### config.mk
export PLATFORM = sky130hd
export DESIGN_NAME = japanese_charset_transcoder_core
export DESIGN_NICKNAME = d
export VERILOG_FILES = /design/src/sv/jct_pkg.sv /design/src/sv/japanese_charset_transcoder_core.sv
export SDC_FILE = /design/constraint.sdc
export NUM_CORES = 1
export LEC_CHECK = 0
export ABC_AREA = 1
export BUFFER_PORTS_ARGS = -buffer_cell sky130_fd_sc_hd__buf_2
export CORE_MARGIN = 2
export CORE_UTILIZATION = 56
export CTS_CLUSTER_SIZE = 40
export DETAILED_ROUTE_END_ITERATION = 8
export GPL_TIMING_DRIVEN = 0
export PLACE_DENSITY = 0.75
export SYNTH_ARGS = -nofsm -noshare
export SYNTH_HDL_FRONTEND = slang
export SYNTH_SLANG_ARGS = --single-unit
export TNS_END_PERCENT = 100
### constraint.sdc
create_clock -name clk_i -period 4.9 [get_ports clk_i]
set_clock_uncertainty 0.2 [all_clocks]
set_input_delay 0.245 -clock clk_i [delete_from_list [all_inputs] [get_ports clk_i]]
set_output_delay 0.245 -clock clk_i [all_outputs]
set_load 0.02 [all_outputs]
### src/sv/jct_pkg.sv
// ----------------------------------------------------------------------------
// Japanese charset transcoder - package
// Mode codes, byte constants, output queue sizing and pair conversions.
// ----------------------------------------------------------------------------
package jct_pkg;

  // Conversion selected by the mode register
  typedef enum logic [1:0] {
    MODE_EUC_SJ = 2'd0,
    MODE_SJ_EUC = 2'd1,
    MODE_ISO_SJ = 2'd2,
    MODE_COPY   = 2'd3
  } mode_e;

  // Byte values
  localparam logic [7:0] CH_NUL    = 8'h00;
  localparam logic [7:0] CH_ESC    = 8'h1b;
  localparam logic [7:0] CH_DOLLAR = 8'h24;
  localparam logic [7:0] CH_PAREN  = 8'h28;
  localparam logic [7:0] CH_B      = 8'h42;
  localparam logic [7:0] SS2       = 8'h8e;
  localparam logic [7:0] ASCII_TOP = 8'h80;
  localparam logic [7:0] HI_LO     = 8'ha1;
  localparam logic [7:0] KANA_HI   = 8'hdf;
  localparam logic [7:0] EUC_HI    = 8'hfe;
  localparam logic [7:0] JIS_MASK  = 8'h7f;

  // Results per input byte and output queue (depth is a power of two)
  localparam int unsigned MAX_RES  = 3;
  localparam int unsigned OQ_DEPTH = 4;
  localparam int unsigned OQ_AW    = $clog2(OQ_DEPTH);
  localparam int unsigned OQ_CW    = $clog2(OQ_DEPTH + 1);

  // JIS row/cell pair to Shift_JIS lead/trail, returned as {lead, trail}
  function automatic logic [15:0] jis_to_sj(input logic [7:0] hi, input logic [7:0] lo);
    logic [7:0] lead;
    logic [7:0] trail;
    logic [8:0] sum;
    if (hi[0]) begin
      trail = lo + ((lo < 8'h60) ? 8'h1f : 8'h20);
    end else begin
      trail = lo + 8'h7e;
    end
    if (hi < 8'h5f) begin
      sum  = {1'b0, hi} + 9'h0e1;
      lead = sum[8:1];
    end else begin
      sum  = {1'b0, hi} + 9'h061;
      lead = sum[8:1] | 8'h80;
    end
    return {lead, trail};
  endfunction

  // Shift_JIS lead/trail pair to EUC-JP, returned as {first, second}
  function automatic logic [15:0] sj_to_euc(input logic [7:0] hi, input logic [7:0] lo);
    logic [7:0] first;
    logic [7:0] second;
    logic [7:0] base;
    base = hi - 8'hb0;
    if (hi <= 8'h9f) begin
      first = {hi[6:0], 1'b0} - ((lo < 8'h9f) ? 8'he1 : 8'he0);
    end else begin
      first = {base[6:0], 1'b0} - ((lo < 8'h9f) ? 8'h01 : 8'h00);
    end
    if (lo < 8'h7f) begin
      second = lo - 8'h1f;
    end else if (lo < 8'h9f) begin
      second = lo - 8'h20;
    end else begin
      second = lo - 8'h7e;
    end
    return {first | 8'h80, second | 8'h80};
  endfunction

endpackage

### src/sv/japanese_charset_transcoder_core.sv
// ----------------------------------------------------------------------------
// Japanese charset transcoder - top level
// Byte stream converter: EUC-JP to Shift_JIS, Shift_JIS to EUC-JP, ISO-2022-JP to Shift_JIS.
// ----------------------------------------------------------------------------
// One source byte is taken per beat on the input channel and turned, in the
// same cycle, into zero to three output bytes that are written into a
// four-entry output queue; results are offered from the registered queue,
// which drains one beat per cycle unless stalled. A byte is accepted
// whenever the queue holds at most one beat, which gives one byte per cycle
// while each byte yields at most one result and the output side keeps up;
// bytes that expand (kana prefix, flushed escapes, terminator flush) are
// paced by the single output read port. The mode register may only be
// written while the block is idle; a write discards held bytes and returns
// ISO-2022-JP decoding to ASCII. A zero byte ends a string: held bytes are
// flushed (an unpaired lead byte is dropped), the zero is passed on, and
// the decoding state is cleared.
// ----------------------------------------------------------------------------
module japanese_charset_transcoder_core (
  input  logic       clk_i,
  input  logic       rst_ni,
  // configuration write channel
  input  logic       cfg_valid_i,
  output logic       cfg_ready_o,
  input  logic [1:0] cfg_conversion_mode_i,
  // source byte channel
  input  logic       in_valid_i,
  output logic       in_ready_o,
  input  logic [7:0] in_byte_i,
  // result byte channel
  output logic       out_valid_o,
  input  logic       out_ready_i,
  output logic [7:0] out_byte_o,
  output logic       out_last_o
);
  import jct_pkg::*;

  // State
  mode_e                 mode_q;
  logic [7:0]            held_q [2];
  logic [1:0]            held_cnt_q;
  logic                  kanji_q;

  // Per-byte decode results
  logic [7:0]            res_byte [MAX_RES];
  logic [1:0]            res_cnt;
  logic [7:0]            held0_d;
  logic [7:0]            held1_d;
  logic [1:0]            held_cnt_d;
  logic                  kanji_d;

  // Pair conversions feeding the decoder
  logic [15:0]           pair_euc;
  logic [15:0]           pair_iso_in;
  logic [15:0]           pair_iso_held;
  logic [15:0]           pair_sj;

  // Output queue
  logic [8:0]            oq_mem [OQ_DEPTH];
  logic [OQ_AW-1:0]      oq_wp_q;
  logic [OQ_AW-1:0]      oq_rp_q;
  logic [OQ_CW-1:0]      oq_cnt_q;
  logic                  in_beat;
  logic                  out_beat;

  logic [7:0]            b;
  logic [7:0]            h0;
  logic [7:0]            h1;

  assign b  = in_byte_i;
  assign h0 = held_q[0];
  assign h1 = held_q[1];

  assign cfg_ready_o = 1'b1;
  assign in_ready_o  = (oq_cnt_q <= OQ_CW'(OQ_DEPTH - MAX_RES));
  assign in_beat     = in_valid_i & in_ready_o;
  assign out_valid_o = (oq_cnt_q != '0);
  assign out_beat    = out_valid_o & out_ready_i;

  assign pair_euc      = jis_to_sj(h0 & JIS_MASK, b & JIS_MASK);
  assign pair_iso_in   = jis_to_sj(h0, b);
  assign pair_iso_held = jis_to_sj(h0, h1);
  assign pair_sj       = sj_to_euc(h0, b);

  // Decode one source byte against the held bytes
  always_comb begin
    res_byte[0] = b;
    res_byte[1] = b;
    res_byte[2] = b;
    res_cnt     = 2'd0;
    held0_d     = h0;
    held1_d     = h1;
    held_cnt_d  = held_cnt_q;
    kanji_d     = kanji_q;

    if (b == CH_NUL) begin
      // terminator: flush what ISO-2022-JP holds, then pass the zero on
      held_cnt_d  = 2'd0;
      kanji_d     = 1'b0;
      res_byte[0] = CH_NUL;
      res_cnt     = 2'd1;
      if (mode_q == MODE_ISO_SJ) begin
        if (!kanji_q && held_cnt_q == 2'd2) begin
          res_byte[0] = h0;
          res_byte[1] = h1;
          res_byte[2] = CH_NUL;
          res_cnt     = 2'd3;
        end else if (!kanji_q && held_cnt_q == 2'd1) begin
          res_byte[0] = h0;
          res_byte[1] = CH_NUL;
          res_cnt     = 2'd2;
        end else if (kanji_q && held_cnt_q == 2'd2) begin
          res_byte[0] = pair_iso_held[15:8];
          res_byte[1] = pair_iso_held[7:0];
          res_byte[2] = CH_NUL;
          res_cnt     = 2'd3;
        end
      end
    end else begin
      case (mode_q)
        MODE_EUC_SJ: begin
          if (held_cnt_q != 2'd0) begin
            held_cnt_d = 2'd0;
            if (h0 == SS2) begin
              res_cnt = 2'd1;
            end else begin
              res_byte[0] = pair_euc[15:8];
              res_byte[1] = pair_euc[7:0];
              res_cnt     = 2'd2;
            end
          end else if (b == SS2 || (b >= HI_LO && b <= EUC_HI)) begin
            held0_d    = b;
            held_cnt_d = 2'd1;
          end else begin
            res_cnt = 2'd1;
          end
        end
        MODE_SJ_EUC: begin
          if (held_cnt_q != 2'd0) begin
            held_cnt_d  = 2'd0;
            res_byte[0] = pair_sj[15:8];
            res_byte[1] = pair_sj[7:0];
            res_cnt     = 2'd2;
          end else if (b <= ASCII_TOP) begin
            res_cnt = 2'd1;
          end else if (b >= HI_LO && b <= KANA_HI) begin
            res_byte[0] = SS2;
            res_cnt     = 2'd2;
          end else begin
            held0_d    = b;
            held_cnt_d = 2'd1;
          end
        end
        MODE_ISO_SJ: begin
          if (!kanji_q) begin
            // ASCII: copy, holding any escape prefix
            case (held_cnt_q)
              2'd0: begin
                if (b == CH_ESC) begin
                  held0_d    = b;
                  held_cnt_d = 2'd1;
                end else begin
                  res_cnt = 2'd1;
                end
              end
              2'd1: begin
                if (b == CH_DOLLAR || b == CH_PAREN) begin
                  held1_d    = b;
                  held_cnt_d = 2'd2;
                end else if (b == CH_ESC) begin
                  res_byte[0] = h0;
                  res_cnt     = 2'd1;
                  held0_d     = b;
                  held_cnt_d  = 2'd1;
                end else begin
                  res_byte[0] = h0;
                  res_cnt     = 2'd2;
                  held_cnt_d  = 2'd0;
                end
              end
              2'd2: begin
                if (b == CH_B) begin
                  kanji_d    = (h1 == CH_DOLLAR);
                  held_cnt_d = 2'd0;
                end else if (b == CH_ESC) begin
                  res_byte[0] = h0;
                  res_byte[1] = h1;
                  res_cnt     = 2'd2;
                  held0_d     = b;
                  held_cnt_d  = 2'd1;
                end else begin
                  res_byte[0] = h0;
                  res_byte[1] = h1;
                  res_cnt     = 2'd3;
                  held_cnt_d  = 2'd0;
                end
              end
              default: begin
                held_cnt_d = 2'd0;
              end
            endcase
          end else begin
            // kanji: pair bytes, still watching for escapes
            case (held_cnt_q)
              2'd0: begin
                held0_d    = b;
                held_cnt_d = 2'd1;
              end
              2'd1: begin
                if (h0 == CH_ESC && (b == CH_DOLLAR || b == CH_PAREN)) begin
                  held1_d    = b;
                  held_cnt_d = 2'd2;
                end else begin
                  res_byte[0] = pair_iso_in[15:8];
                  res_byte[1] = pair_iso_in[7:0];
                  res_cnt     = 2'd2;
                  held_cnt_d  = 2'd0;
                end
              end
              2'd2: begin
                if (b == CH_B) begin
                  kanji_d    = (h1 == CH_DOLLAR);
                  held_cnt_d = 2'd0;
                end else begin
                  res_byte[0] = pair_iso_held[15:8];
                  res_byte[1] = pair_iso_held[7:0];
                  res_cnt     = 2'd2;
                  held0_d     = b;
                  held_cnt_d  = 2'd1;
                end
              end
              default: begin
                held_cnt_d = 2'd0;
              end
            endcase
          end
        end
        default: begin
          // plain copy
          res_cnt = 2'd1;
        end
      endcase
    end
  end

  // Mode register and decode state
  always_ff @(posedge clk_i or negedge rst_ni) begin
    if (!rst_ni) begin
      mode_q     <= MODE_EUC_SJ;
      held_cnt_q <= 2'd0;
      kanji_q    <= 1'b0;
    end else if (cfg_valid_i) begin
      mode_q     <= mode_e'(cfg_conversion_mode_i);
      held_cnt_q <= 2'd0;
      kanji_q    <= 1'b0;
    end else if (in_beat) begin
      held_cnt_q <= held_cnt_d;
      kanji_q    <= kanji_d;
    end
  end

  // Held byte payload
  always_ff @(posedge clk_i) begin
    if (in_beat) begin
      held_q[0] <= held0_d;
      held_q[1] <= held1_d;
    end
  end

  // Output queue storage: up to three beats written per accepted byte
  always_ff @(posedge clk_i) begin
    if (in_beat) begin
      for (int k = 0; k < MAX_RES; k++) begin
        if (2'(k) < res_cnt) begin
          oq_mem[oq_wp_q + OQ_AW'(k)] <= {res_byte[k], (2'(k) == res_cnt - 2'd1)};
        end
      end
    end
  end

  // Output queue pointers and fill count
  always_ff @(posedge clk_i or negedge rst_ni) begin
    if (!rst_ni) begin
      oq_wp_q  <= '0;
      oq_rp_q  <= '0;
      oq_cnt_q <= '0;
    end else begin
      if (in_beat) begin
        oq_wp_q <= oq_wp_q + OQ_AW'(res_cnt);
      end
      if (out_beat) begin
        oq_rp_q <= oq_rp_q + OQ_AW'(1);
      end
      oq_cnt_q <= oq_cnt_q + (in_beat ? OQ_CW'(res_cnt) : '0) - OQ_CW'(out_beat);
    end
  end

  assign out_byte_o = oq_mem[oq_rp_q][8:1];
  assign out_last_o = oq_mem[oq_rp_q][0];

endmodule

==> metrics.csv <==
metric,value,unit
outcome,finished clean,
Worst setup SP type,flip-flop,
Die H,124.2,um
Post-DP HPWL,23810,um
drt first pass iters,6,
max-slew violations,0,
routability cong.,1.113,
fmax,232.1,MHz
Seq cells post-synth,64,
Int Power,1626,uW
Initial Util,0.5780,
total track usage,0.4165,
switching portion of total power,0.4818,
setup bufs post-CTS,0,
IO Pins,27,
placed cell area,8447,sq um
Hold WS,0.03040,ns
register share of total power,0.238,
Num CTS Buffers,9,
Die Wd,124.2,um
synth warn,0,
global route overflow,0,
Cells after Synth,1290,
clock sinks,64,
final wirelength,30730,um
DR WL/cell,20.18,um
TritonCTS clock tree,done,
Max-Cap Viols,0,
Cell Rows,43,
leakage,0.004293,uW
DRC viols,0,
vias per inst,6.188,
largest net degree at the start of global routing,16,
Setup CP Type,reg -> reg,
setup violators final,0,
Max IR drop VDD,0.2899,mV
RSZ-0062 raised after global routing,false,
worst slew pin tran,0.9052,ns
port buffer count,25,
Post-CTS Resized,0,
Layout Cell Area excl Fill,8864,sq um
Final period util,0.8794,
final count of hold timing violations,0,
vias in the first global route,8443,
Syn Area/Cell,6.268,sq um
net load switching power,1512,uW
Final #Nets,1406,
Hold Path Cell Cnt,1,
Worst-Skew Late Latency,0.35,ns
Syn Std Cell Area,8085,sq um
FF-to-FF path depth,17,
Routed Antenna Nets,0,
worst-path fanout max,13,
Comb pwr share,0.547,
first-pass GRT wire length,47420,um
share of layout cells above drive strength 1,0.09903,
routed vias,9425,
DR iter-0 viols,1423,
Final min period,4.309,ns
crit path capture type,flip-flop,
WP data arrival,4.04,ns
Core Footprint,13990,sq um
clock buffer depth,2,
"Seq/Total Area, Yosys",0.2303,
clock network power share,0.215,
Netlist cell types,52,
Clock Pin Slew Worst Setup and Hold Paths,0.05,ns
CTS H-Tree Depth,3,
clock tree root buffer cell,clkbuf_16,
required time worst endpoint,4.63,ns
diode count,0,
die area,15420,sq um
Pwr Density,354.0,nW/um^2
syn nets,1358,
initial antenna violation count,0,
Worst slew margin,0.3943,
HP Class,in -> reg,
P&R area growth vs syn,9.625,%
-- power by group through the flow --
stage	clock network, uW	registers (uW)	logic, uW
4_1_cts	679	747	1660
5_1_grt	695	754	1870
3_5_place_dp	0	758	1650
6_report	673	747	1720
2_1_floorplan	0	745	1170
3_3_place_gp	0	755	1620
-- logic make-up after synthesis --
family	synth area share
simple gates	0.4358
buf+inv	0.1031
flops	0.2303
compound gates	0.1284
other cells	0.0004638
xor+xnor	0.01625
fa+ha+maj	0.08573
-- final timing paths --
| kind | slack [ns] | start | to |
|---|---|---|---|
| worst max-delay path | 0.59 | held_q[0][0]$_DFFE_PP_ | oq_mem[3][1]$_DFFE_PP_ |
| worst min-delay path | 0.03 | in_byte_i[2] | held_q[0][2]$_DFFE_PP_ |
| worst max register to register | 0.59 | held_q[0][0]$_DFFE_PP_ | oq_mem[3][1]$_DFFE_PP_ |
| worst min register to register | 0.33 | oq_cnt_q[0]$_DFF_PN0_ | oq_cnt_q[0]$_DFF_PN0_ |
| max in group asynchronous | 4.16 | rst_ni | kanji_q$_DFFE_PN0P_ |
| min in group asynchronous | 0.12 | rst_ni | oq_wp_q[1]$_DFFE_PN0P_ |
-- Yosys cell counts (all sizes together) --
cell type,instances,area [sq um]
nand3b,4,30.03
nand2,443,1730
conb,1,3.750
clkbuf,31,117.6
a31oi,4,25.02
a21oi,60,311.5
buf,24,201.5
nand3,164,888.4
a2111oi,1,8.760
a211oi,2,15.01
o21a,1,7.510
a221oi,2,17.52
or2,1,6.260
inv,132,495.5
edfxtp,52,1562
o211ai,8,60.06
ha,49,613.1
o21ai,87,435.4
o31ai,2,15.01
o22ai,10,62.56
a31o,1,8.760
o2111ai,1,8.760
nor2,125,566.8
nand4,30,245.2
xnor2,5,43.79
clkinv,5,18.77
xor2,10,87.58
nor4,1,6.260
a22oi,2,15.01
nor3,10,50.05
a21boi,4,30.03
dfrtp,12,300.3
fa,4,80.08
o221ai,2,17.52
-- layout make-up --
type | instances | area (sq um)
Buffer | 55 | 319.1
Clock buffer | 10 | 239.0
Clock inverter | 6 | 67.56
Fill cell | 1392 | 5125
Inverter | 137 | 514.2
Multi-Input combinational cell | 1034 | 5396
Sequential cell | 64 | 1862
Tap cell | 180 | 225.2
Timing Repair Buffer | 37 | 240.2
-- metrics by stage --
stage | power (uW) | worst slack [ns] | TNS [ns] | std cells | utilization
detailed placement | 2404 | 0.6101 | 0 | 1496 | 0.6038
global route | 3319 | 0.3403 | 0 | 1523 | 0.6336
finish | 3138 | 0.5910 | 0 | 1523 | 0.6336
CTS | 3084 | 0.7598 | 0 | 1523 | 0.6336
floorplan | 1916 | 1.389 | 0 | 1290 | -
global placement | 2375 | -0.8931 | -7.140 | 1495 | 0.6030
-- routing by layer --
metal	global-route usage	wire length, um	up-vias
li1	-	-	4366
met1	0.5909	12860	4317
met2	0.5874	12520	625
met3	0.1094	3925	117
met4	0.1903	1430	0
met5	0	0	-
-- critical path, cell delays in order (launching register included) --
cell	delay [ns]
edfxtp_1	0.55
inv_1	0.20
clkbuf_1	0.69
ha_1	0.27
nand2_1	0.05
inv_1	0.05
nand3_1	0.20
nand2_2	0.22
inv_2	0.06
nand2_2	0.07
nand2_1	0.06
clkinv_1	0.05
nand4_2	0.11
nand2_2	0.09
nand2_2	0.08
nand3_1	0.17
buf_2	0.28
nand3_1	0.48
-- sequential cells by signal, indices dropped and copies added (netlist names) --
signal      count
mode_q          2
held_cnt_q      2
oq_rp_q         2
held_q         16
oq_wp_q         2
kanji_q         1
oq_cnt_q        3
oq_mem         36
-- layout by cell type, fill, tap and decap left out, types with 30 or more instances in the layout --
cell type and n:
inv_1 112, a21oi_1 59, nor2_1 109, buf_2 33, edfxtp_1 52, nand2_1 426
o21ai_0 86, ha_1 49, clkbuf_1 30, nand3_1 158
-- timing repair --
item                                    4_1_cts  5_1_grt
hold buffers                                 11        0
endpoints found under the hold margin        21        0
endpoints found under the setup margin        0        0
Power figures use the tool's default switching activity.
